`src/sv/ssm_pkg.sv`:
```
// ----------------------------------------------------------------------------
// ssm_pkg
// Shared types, constants and helper functions for the seven-segment scan
// multiplexer: segment tables, reciprocal constants and register indexes.
// ----------------------------------------------------------------------------
`default_nettype none

package ssm_pkg;

    // widths of the transaction fields
    localparam int unsigned YEAR_W   = 14;
    localparam int unsigned MONTH_W  = 4;
    localparam int unsigned DAY_W    = 5;
    localparam int unsigned HOUR_W   = 5;
    localparam int unsigned MINUTE_W = 6;
    localparam int unsigned SECOND_W = 6;
    localparam int unsigned CODE_W   = 8;
    localparam int unsigned SEG_W    = 8;
    localparam int unsigned DIGIT_W  = 4;
    localparam int unsigned TICK_W   = 16;
    localparam int unsigned SCAN_W   = 3;

    // stream widths
    localparam int unsigned IN_TDATA_W  = 64;
    localparam int unsigned OUT_TDATA_W = 40;

    // configuration port
    localparam int unsigned CFG_IDX_W  = 1;
    localparam int unsigned CFG_DATA_W = 16;
    localparam logic [CFG_IDX_W-1:0] CFG_SCAN_PERIOD  = 1'b0;
    localparam logic [CFG_IDX_W-1:0] CFG_COMMON_ANODE = 1'b1;

    localparam logic [TICK_W-1:0] SCAN_PERIOD_RST = 16'd3;
    localparam logic [TICK_W-1:0] TICK_MAX        = 16'hFFFF;

    // anode and blank codes
    localparam logic [SEG_W-1:0] MASK_COLON  = 8'b01111111;
    localparam logic [SEG_W-1:0] MASK_OFF    = 8'b11111111;
    localparam logic [SEG_W-1:0] BLANK_ANODE = 8'hFF;
    localparam logic [SEG_W-1:0] BLANK_CATH  = 8'h00;

    // fixed-point reciprocals, floor(v / d) == (v * recip) >> RECIP_SHIFT
    // for every 14-bit v
    localparam int unsigned RECIP_SHIFT = 28;
    localparam int unsigned RECIP_W     = 29;
    localparam int unsigned PROD_W      = YEAR_W + RECIP_W;
    localparam logic [RECIP_W-1:0] RECIP_1     = 29'd268435456;
    localparam logic [RECIP_W-1:0] RECIP_10    = 29'd26843546;
    localparam logic [RECIP_W-1:0] RECIP_100   = 29'd2684355;
    localparam logic [RECIP_W-1:0] RECIP_1000  = 29'd268436;
    localparam logic [RECIP_W-1:0] RECIP_10000 = 29'd26844;

    // decimal position of the digit shown
    typedef enum logic [1:0] {
        LVL_UNITS,
        LVL_TENS,
        LVL_HUNDREDS,
        LVL_THOUSANDS
    } t_level;

    typedef logic [SEG_W-1:0] t_seg_table [10];

    localparam t_seg_table ANODE_CODES = '{
        8'h88, 8'hBB, 8'h94, 8'h91, 8'hA3, 8'hC1, 8'hC0, 8'h9B, 8'h80, 8'h81
    };
    localparam t_seg_table CATHODE_CODES = '{
        8'h3F, 8'h06, 8'h5B, 8'h4F, 8'h66, 8'h6D, 8'h7D, 8'h07, 8'h7F, 8'h6F
    };

    // reciprocal of the place weight
    function automatic logic [RECIP_W-1:0] low_recip(input t_level lvl);
        logic [RECIP_W-1:0] r;
        unique case (lvl)
            LVL_UNITS:     r = RECIP_1;
            LVL_TENS:      r = RECIP_10;
            LVL_HUNDREDS:  r = RECIP_100;
            LVL_THOUSANDS: r = RECIP_1000;
            default:       r = RECIP_1;
        endcase
        return r;
    endfunction

    // reciprocal of ten times the place weight
    function automatic logic [RECIP_W-1:0] high_recip(input t_level lvl);
        logic [RECIP_W-1:0] r;
        unique case (lvl)
            LVL_UNITS:     r = RECIP_10;
            LVL_TENS:      r = RECIP_100;
            LVL_HUNDREDS:  r = RECIP_1000;
            LVL_THOUSANDS: r = RECIP_10000;
            default:       r = RECIP_10;
        endcase
        return r;
    endfunction

    // segment code of a decimal digit, digits above nine wrap
    function automatic logic [SEG_W-1:0] seg_code(input logic [DIGIT_W-1:0] digit,
                                                  input logic           anode);
        logic [DIGIT_W-1:0] d;
        d = (digit > 4'd9) ? 4'(digit - 4'd10) : digit;
        return anode ? ANODE_CODES[d] : CATHODE_CODES[d];
    endfunction

endpackage

`default_nettype wire

```
`src/sv/ssm_digit_lane.sv`:
```
// ----------------------------------------------------------------------------
// ssm_digit_lane
// Extracts one decimal digit of a 14-bit value by reciprocal multiplication
// and maps it to a seven-segment code.
// ----------------------------------------------------------------------------
`default_nettype none

module ssm_digit_lane
    import ssm_pkg::*;
(
    input  wire logic [YEAR_W-1:0] i_value,
    input  wire t_level            i_level,
    input  wire logic              i_common_anode,
    output logic [SEG_W-1:0]       o_segments
);

    logic [PROD_W-1:0] prod_lo;
    logic [PROD_W-1:0] prod_hi;
    logic [YEAR_W-1:0] quot_lo;
    logic [YEAR_W-1:0] quot_hi;
    logic [YEAR_W-1:0] quot_hi_x10;
    logic [YEAR_W-1:0] rem;

    // two independent quotients: by the place weight and by ten times it
    always_comb begin
        prod_lo = PROD_W'(i_value) * PROD_W'(low_recip(i_level));
        prod_hi = PROD_W'(i_value) * PROD_W'(high_recip(i_level));
        quot_lo = prod_lo[RECIP_SHIFT +: YEAR_W];
        quot_hi = prod_hi[RECIP_SHIFT +: YEAR_W];
    end

    // digit is the difference of the two quotients scaled by ten
    always_comb begin
        quot_hi_x10 = YEAR_W'({quot_hi, 3'b000}) + YEAR_W'({quot_hi, 1'b0});
        rem         = quot_lo - quot_hi_x10;
        o_segments  = seg_code(rem[DIGIT_W-1:0], i_common_anode);
    end

endmodule

`default_nettype wire

```
`src/sv/seven_segment_scan_multiplexer_core.sv`:
```
// ----------------------------------------------------------------------------
// seven_segment_scan_multiplexer_core
// Counts millisecond ticks and, once per scan period, emits a scan frame
// with the anode mask and the segment codes for one display column.
// ----------------------------------------------------------------------------
// Usage:
//   s_axis carries one tick transaction per millisecond with the current date
//   and time; tuser holds the calendar select. The tick counter is updated as
//   each transaction is accepted. When the count reaches the scan period a
//   frame is produced and the scan index advances 0..7, otherwise the tick
//   produces nothing.
//   Path: a frame for a tick passes the input register, then the result
//   register, before it appears on m_axis.
//   Throughput: one tick per cycle while not stalled; the single-pass path is
//   two reciprocal multipliers per digit lane between the two registers.
//   Configuration: i_cfg_we writes the scan period (index 0) or common_anode
//   (index 1); write only while no frame is in flight.
//   Reset: scan index and tick count go to zero, the scan period to 3,
//   common_anode to 1, both channels empty.
//   Stall: when m_axis_tready is low the result register holds its frame, the
//   input register fills, and s_axis_tready drops until the frame is taken.
// ----------------------------------------------------------------------------
`default_nettype none

module seven_segment_scan_multiplexer_core
    import ssm_pkg::*;
(
    input  wire logic                   i_clk,
    input  wire logic                   i_rst_n,
    // tick stream
    input  wire logic                   s_axis_tvalid,
    output logic                        s_axis_tready,
    // year[13:0], month[17:14], day[22:18], hour[27:23], minute[33:28],
    // second[39:34], weekday_code[47:40], hijri_code[55:48],
    // colon_enable[56], zero[63:57]
    input  wire logic [IN_TDATA_W-1:0]  s_axis_tdata,
    // hijri_select[0]
    input  wire logic                   s_axis_tuser,
    // frame stream
    output logic                        m_axis_tvalid,
    input  wire logic                   m_axis_tready,
    // anode_mask[7:0], time_segments[15:8], date_segments[23:16],
    // weekday_byte[31:24], hijri_byte[39:32]
    output logic [OUT_TDATA_W-1:0]      m_axis_tdata,
    // configuration writes
    input  wire logic                   i_cfg_we,
    input  wire logic [CFG_IDX_W-1:0]   i_cfg_index,
    input  wire logic [CFG_DATA_W-1:0]  i_cfg_data
);

    // configuration registers
    logic [TICK_W-1:0]   r_scan_period;
    logic                r_common_anode;

    // tick and scan state
    logic [TICK_W-1:0]   r_ticks;
    logic [TICK_W-1:0]   n_ticks;
    logic [SCAN_W-1:0]   r_scan;
    logic                emit;
    logic                in_accept;
    logic                s1_advance;

    // input register
    logic                r_s1_valid;
    logic [SCAN_W-1:0]   r_s1_scan;
    logic [YEAR_W-1:0]   r_s1_year;
    logic [MONTH_W-1:0]  r_s1_month;
    logic [DAY_W-1:0]    r_s1_day;
    logic [HOUR_W-1:0]   r_s1_hour;
    logic [MINUTE_W-1:0] r_s1_minute;
    logic [SECOND_W-1:0] r_s1_second;
    logic [CODE_W-1:0]   r_s1_weekday;
    logic [CODE_W-1:0]   r_s1_hijri;
    logic                r_s1_cal_hijri;
    logic                r_s1_colon;

    // result register
    logic                   r_out_valid;
    logic [OUT_TDATA_W-1:0] r_out_data;

    // frame build signals
    logic [YEAR_W-1:0]   time_value;
    logic [YEAR_W-1:0]   date_value;
    t_level              time_level;
    t_level              date_level;
    logic [SEG_W-1:0]    time_lane_seg;
    logic [SEG_W-1:0]    date_lane_seg;
    logic [SEG_W-1:0]    frame_mask;
    logic [SEG_W-1:0]    frame_tseg;
    logic [SEG_W-1:0]    frame_dseg;
    logic [SEG_W-1:0]    frame_blank;
    logic [CODE_W-1:0]   frame_weekday;
    logic [CODE_W-1:0]   frame_hijri;

    // handshake
    assign s1_advance    = !r_out_valid || m_axis_tready;
    assign s_axis_tready = !r_s1_valid || s1_advance;
    assign in_accept     = s_axis_tvalid && s_axis_tready;
    assign m_axis_tvalid = r_out_valid;
    assign m_axis_tdata  = r_out_data;

    // configuration writes
    always_ff @(posedge i_clk) begin
        if (!i_rst_n) begin
            r_scan_period  <= SCAN_PERIOD_RST;
            r_common_anode <= 1'b1;
        end else if (i_cfg_we) begin
            unique case (i_cfg_index)
                CFG_SCAN_PERIOD:  r_scan_period  <= i_cfg_data[TICK_W-1:0];
                CFG_COMMON_ANODE: r_common_anode <= i_cfg_data[0];
                default:          r_common_anode <= r_common_anode;
            endcase
        end
    end

    // saturating tick count and step decision
    always_comb begin
        n_ticks = (r_ticks != TICK_MAX) ? TICK_W'(r_ticks + 1'b1) : r_ticks;
        emit    = (n_ticks >= r_scan_period);
    end

    // tick counter and scan index
    always_ff @(posedge i_clk) begin
        if (!i_rst_n) begin
            r_ticks <= '0;
            r_scan  <= '0;
        end else if (in_accept) begin
            if (emit) begin
                r_ticks <= '0;
                r_scan  <= SCAN_W'(r_scan + 1'b1);
            end else begin
                r_ticks <= n_ticks;
            end
        end
    end

    // input register valid
    always_ff @(posedge i_clk) begin
        if (!i_rst_n) begin
            r_s1_valid <= 1'b0;
        end else if (in_accept && emit) begin
            r_s1_valid <= 1'b1;
        end else if (s1_advance) begin
            r_s1_valid <= 1'b0;
        end
    end

    // input register payload
    always_ff @(posedge i_clk) begin
        if (in_accept && emit) begin
            r_s1_scan      <= r_scan;
            r_s1_year      <= s_axis_tdata[13:0];
            r_s1_month     <= s_axis_tdata[17:14];
            r_s1_day       <= s_axis_tdata[22:18];
            r_s1_hour      <= s_axis_tdata[27:23];
            r_s1_minute    <= s_axis_tdata[33:28];
            r_s1_second    <= s_axis_tdata[39:34];
            r_s1_weekday   <= s_axis_tdata[47:40];
            r_s1_hijri     <= s_axis_tdata[55:48];
            r_s1_colon     <= s_axis_tdata[56];
            r_s1_cal_hijri <= s_axis_tuser;
        end
    end

    // digit source for each lane by scan column
    always_comb begin
        time_value = '0;
        date_value = '0;
        time_level = LVL_UNITS;
        date_level = LVL_UNITS;
        unique case (r_s1_scan)
            3'd7: begin
                time_value = r_s1_year;
                time_level = LVL_THOUSANDS;
                date_value = r_s1_year;
                date_level = LVL_HUNDREDS;
            end
            3'd6: begin
                time_value = YEAR_W'(r_s1_hour);
                time_level = LVL_TENS;
                date_value = r_s1_year;
                date_level = LVL_TENS;
            end
            3'd5: begin
                time_value = YEAR_W'(r_s1_hour);
                date_value = r_s1_year;
            end
            3'd4: begin
                time_value = YEAR_W'(r_s1_minute);
                time_level = LVL_TENS;
                date_value = YEAR_W'(r_s1_month);
                date_level = LVL_TENS;
            end
            3'd3: begin
                time_value = YEAR_W'(r_s1_minute);
                date_value = YEAR_W'(r_s1_month);
            end
            3'd2: begin
                time_value = YEAR_W'(r_s1_second);
                time_level = LVL_TENS;
                date_value = YEAR_W'(r_s1_day);
                date_level = LVL_TENS;
            end
            3'd1: begin
                time_value = YEAR_W'(r_s1_second);
                date_value = YEAR_W'(r_s1_day);
            end
            default: begin
                time_value = '0;
                date_value = '0;
            end
        endcase
    end

    ssm_digit_lane u_time_lane (
        .i_value        (time_value),
        .i_level        (time_level),
        .i_common_anode (r_common_anode),
        .o_segments     (time_lane_seg)
    );

    ssm_digit_lane u_date_lane (
        .i_value        (date_value),
        .i_level        (date_level),
        .i_common_anode (r_common_anode),
        .o_segments     (date_lane_seg)
    );

    // frame assembly, column zero blanks the digits and drives the colon
    always_comb begin
        frame_blank   = r_common_anode ? BLANK_ANODE : BLANK_CATH;
        frame_weekday = r_s1_weekday | CODE_W'(r_s1_cal_hijri);
        frame_hijri   = r_s1_hijri | CODE_W'(!r_s1_cal_hijri);
        if (r_s1_scan == '0) begin
            frame_mask = (r_s1_colon && !r_s1_second[0]) ? MASK_COLON : MASK_OFF;
            frame_tseg = frame_blank;
            frame_dseg = frame_blank;
        end else begin
            frame_mask = ~(SEG_W'(1) << (3'd7 - r_s1_scan));
            frame_tseg = time_lane_seg;
            frame_dseg = date_lane_seg;
        end
    end

    // result register
    always_ff @(posedge i_clk) begin
        if (!i_rst_n) begin
            r_out_valid <= 1'b0;
        end else if (s1_advance) begin
            r_out_valid <= r_s1_valid;
        end
    end

    always_ff @(posedge i_clk) begin
        if (s1_advance && r_s1_valid) begin
            r_out_data <= {frame_hijri, frame_weekday, frame_dseg, frame_tseg, frame_mask};
        end
    end

`ifndef ASSERT_OFF
    // a scan step clears the tick count
    a_step_clears_ticks: assert property (@(posedge i_clk) disable iff (!i_rst_n)
        (in_accept && emit) |=> (r_ticks == '0))
        else $error("tick count not cleared after scan step");

    // a scan step advances the column by one
    a_step_advances_scan: assert property (@(posedge i_clk) disable iff (!i_rst_n)
        (in_accept && emit) |=> (r_scan == SCAN_W'($past(r_scan) + 1'b1)))
        else $error("scan index did not advance by one");

    // a tick without a step leaves the column alone
    a_idle_tick_holds_scan: assert property (@(posedge i_clk) disable iff (!i_rst_n)
        (in_accept && !emit) |=> $stable(r_scan))
        else $error("scan index moved without a scan step");

    // back-pressure only when both registers hold frames
    a_stall_only_when_full: assert property (@(posedge i_clk) disable iff (!i_rst_n)
        !s_axis_tready |-> (r_s1_valid && r_out_valid))
        else $error("tick stream stalled with free pipeline space");
`endif

endmodule

`default_nettype wire

```
`config.mk`:
```
export PLATFORM = sky130hd
export DESIGN_NAME = seven_segment_scan_multiplexer_core
export DESIGN_NICKNAME = d
export VERILOG_FILES = /design/src/sv/ssm_pkg.sv /design/src/sv/ssm_digit_lane.sv /design/src/sv/seven_segment_scan_multiplexer_core.sv
export SDC_FILE = /design/constraint.sdc
export NUM_CORES = 1
export LEC_CHECK = 0
export ABC_CLOCK_PERIOD_IN_PS = 25100
export BUFFER_PORTS_ARGS = -buffer_cell sky130_fd_sc_hd__buf_2
export CELL_PAD_IN_SITES_DETAIL_PLACEMENT = 1
export CELL_PAD_IN_SITES_GLOBAL_PLACEMENT = 2
export CORE_MARGIN = 2
export CORE_UTILIZATION = 40
export CTS_CLUSTER_DIAMETER = 30
export DETAILED_ROUTE_END_ITERATION = 8
export PLACE_DENSITY_LB_ADDON = 0.1
export SLEW_MARGIN = 10
export SYNTH_ARGS = -nofsm -noshare
export SYNTH_HDL_FRONTEND = slang
export SYNTH_HIERARCHICAL = 1
export SYNTH_SLANG_ARGS = --single-unit
```
`constraint.sdc`:
```
create_clock -name i_clk -period 25.1 [get_ports i_clk]
set_input_delay 7.53 -clock i_clk [delete_from_list [all_inputs] [get_ports i_clk]]
set_output_delay 7.53 -clock i_clk [all_outputs]
set_load 0.02 [all_outputs]
```
==> flow_metrics.py <==
metrics = {
    "status": {
        "status": "finished clean",
    },
    "drt": {
        "drt_iter0_drc": 1277,
        "wirelength_um": 118000,
        "avgViaCountPerCell": 5.02,
        "avgRoutedWirePerCell_um": 22.9,
        "drc": 0,
        "vias": 25800,
        "route.antenna.remaining_nets": 0,
        "dr.pass1.iters": 7,
    },
    "floorplan": {
        "num_io_pins": 129,
        "fp.dieH_um": 310,
        "start_util_pct": 40.3,
        "die_area_mm2": 0.0962,
        "num_rows": 112,
        "die_x_um": 310,
        "coreArea_mm2": 0.0930,
    },
    "min_path": {
        "hold_start": "r_s1_hijri[2]",
        "min_delay_path_depth": 0,
        "holdPathEnd": "m_axis_tdata[34]",
        "worstHoldPathType": "flip-flop to flip-flop",
    },
    "clock_network": {
        "cts_buffers": 17,
        "cts_resized": 0,
        "clk_latency_ns": 0.43,
        "post-cts-setup-buffer-count": 0,
        "cts_root_buf": "clkbuf_16",
        "ctsLongestPathBuffers": 2,
        "cts_tree": "built",
        "cts_max_level": 4,
        "cts_sinks": 139,
        "clk_pin_slew_ns": 0.06,
        "cts_hold_buf": 0,
    },
    "finish": {
        "fin_area_mm2": 0.0402,
        "multi_input_area_mm2": 0.0291,
        "syn2layout_area_growth_pct": 7.19,
        "seq_area_mm2": 0.00379,
        "n_fill_cell": 10700,
        "drive_above_1_share_pct": 6.45,
        "layout.nets": 5256,
    },
    "yosys": {
        "synth.distinct_cells": 89,
        "syn_area_mm2": 0.0375,
        "synth_seq_area_share_pct": 10.1,
        "synth_seq_cells": 139,
        "syn_inst": 3783,
        "synth_top_cell_by_area": "fa_1",
        "avgSynthCellArea_um2": 9.91,
        "synth_top_area_share_pct": 41.3,
        "synth_warnings": 6,
        "synth.area.top_cells": "fa_1 41%, ha_1 18%, inv_1 11%",
        "synth_flop_cell": "edfxtp_1",
        "syn-num-nets": 5174,
        "synth-edff-count": 101,
        "async_flop_share_pct": 0,
    },
    "timing": {
        "setup-violations-final": 0,
        "relSlewSlack_pct": 31.1,
        "hold_viol": 0,
        "rsz0062_at_grt": "no",
        "max_freq_mhz": 64.3,
        "fin_skew_ns": 0.0100,
        "fin_setup_tns_ns": 0,
        "worstMarginPinSlew_ns": 1.02,
        "post-route-min-period_ns": 15.55,
        "finalCritPeriodShare_pct": 62.0,
        "slew_violations": 0,
    },
    "global_routing": {
        "grt_pass1_vias": 28800,
        "grt_overflow": 0,
        "gr-usage-all-layers_pct": 25.8,
        "antenna_found_initial": 4,
        "grt_pass1_wl_um": 181000,
        "grt_max_degree": 55,
    },
    "critical_path": {
        "crit_family": "buffers and inverters",
        "worstPathArrival_ns": 8.02,
        "crit_type": "input port to primary output",
        "r2r-start": "r_s1_scan[0]",
        "slowest_delay_ns": 0.20,
        "rrSetupSlack_ns": 12.02,
        "crit_required_ns": 17.57,
        "worstRegToRegCells": 41,
        "cp_slowest_cell": "nand3b_1",
        "path_common_cell": "buf_2",
        "crit_path_end_kind": "primary output",
        "cp_max_fo": 3,
        "crit_buf_inv": 2,
        "cp-start-kind": "input port",
        "crit_chain": "buf_2 > nand3b_1 > buf_2",
        "r2r_end": "m_axis_tdata[19]",
    },
    "job": {
        "maxCapViolations": 0,
    },
    "pwr": {
        "power.density_mw_per_mm2": 91.8,
        "p_leak_nw": 22.1,
        "max-vdd-ir-drop_v": 0.000105,
    },
    "placement": {
        "hpwl_um": 101000,
        "gp_congestion": 0.910,
        "place_area_mm2": 0.0396,
        "port_buffers": 121,
    },
}
[power breakdown]
part	switching, mW	internal (mW)
clock	0.101	0.146
sequential	0.00702	0.305
combinational	1.83	1.30
[how the worst max path moves through the flow]
stage	startpoint	endpoint	cells after the start
after global placement	m_axis_tready	s_axis_tready	3
after CTS	m_axis_tready	s_axis_tready	3
after detailed placement	m_axis_tready	s_axis_tready	3
after global routing	m_axis_tready	s_axis_tready	3
final	m_axis_tready	s_axis_tready	3
after floorplan	m_axis_tready	s_axis_tready	1
[synth_stat cells (all sizes together) (15+ instances only)]
library cell  instances
xnor2                77
a21o                 50
xor2                 21
nand2b               62
nor2b                78
dfxtp                38
nand2               233
edfxtp              101
ha                  530
o21ai                47
clkbuf               80
a31oi                15
and2                 98
buf                  23
inv                1114
nor2                 62
a21boi               19
fa                  774
nand3                40
a21oi                98
[per-layer routing]
metal / up-vias / global-route usage, % / share of wire, %
met5: - / 0 / 0.0059
met4: 2 / 3.68 / 1.3
met3: 84 / 5.69 / 6.9
met2: 640 / 40.2 / 44
met1: 13400 / 37.5 / 47
li1: 11700 / - / -
[metrics by stage]
step | cells | hold slack (ns) | util (%) | setup WS, ns | total power [mW]
after detailed placement | 5100 | 0.405 | 42.6 | 9.54 | 3.46
after global routing | 5132 | 0.425 | 43.2 | 9.50 | 4.20
final | 5133 | 0.412 | 43.2 | 9.55 | 3.69
after CTS | 5132 | 0.414 | 43.2 | 9.54 | 3.74
after global placement | 5100 | 0.401 | 42.6 | 9.56 | 3.41
after floorplan | 3783 | 0.400 | - | 9.76 | 2.62
[cells by family (layout without fill, tap and decap cells)]
| family | Yosys count | count (layout) | share of synthesized area [%] |
|---|---|---|---|
| adder cells (fa/ha/maj) | 1304 | 1304 | 59.0 |
| buffers and inverters | 1221 | 1316 | 12.3 |
| AND/OR/NAND/NOR | 653 | 653 | 9.04 |
| AO/OA/AOI/OAI | 335 | 335 | 6.04 |
| flip-flops | 139 | 139 | 10.1 |
| XOR/XNOR | 104 | 104 | 2.66 |
| multiplexers | 27 | 27 | 0.768 |
| other | 0 | 1 | 0 |
[layout by cell type (no fill, tap or decap), drive strengths merged, types with 14 or more instances in the layout]
master	synthesis	layout
a21oi	98	98
ha	530	530
nand3	40	40
edfxtp	101	101
buf	23	166
nand2	233	233
nand4	14	14
o21ai	47	47
nor2b	78	78
a21o	50	50
clkbuf	80	18
nor2	62	62
dfxtp	38	38
nor3	14	14
inv	1114	1117
fa	774	774
a21boi	19	19
a31oi	15	15
xor2	21	21
nand2b	62	62
xnor2	77	77
mux2	14	14
and2	98	98
[final cells by class]
cell class,count,area share (%)
tap,1254,3.91
sequential,139,9.44
timing repair buffer,166,2.35
multi-input combinational,2423,72.4
antenna,1,0.00623
clock buffer,18,1.07
clock inverter,14,0.364
inverter,1118,10.4
[flip-flops by register name, indices dropped and copies added (netlist names)]
register,count
r_ticks,16
m_axis_tvalid,1
r_s1_valid,1
r_common_anode,1
r_s1_hour,5
r_s1_scan,3
r_s1_hijri,8
m_axis_tdata,40
r_scan_period,16
r_s1_year,14
r_s1_weekday,8
r_s1_month,4
r_scan,3
r_s1_colon,1
r_s1_cal_hijri,1
r_s1_second,6
r_s1_day,5
r_s1_minute,6
(Power assumes the default switching activity.)
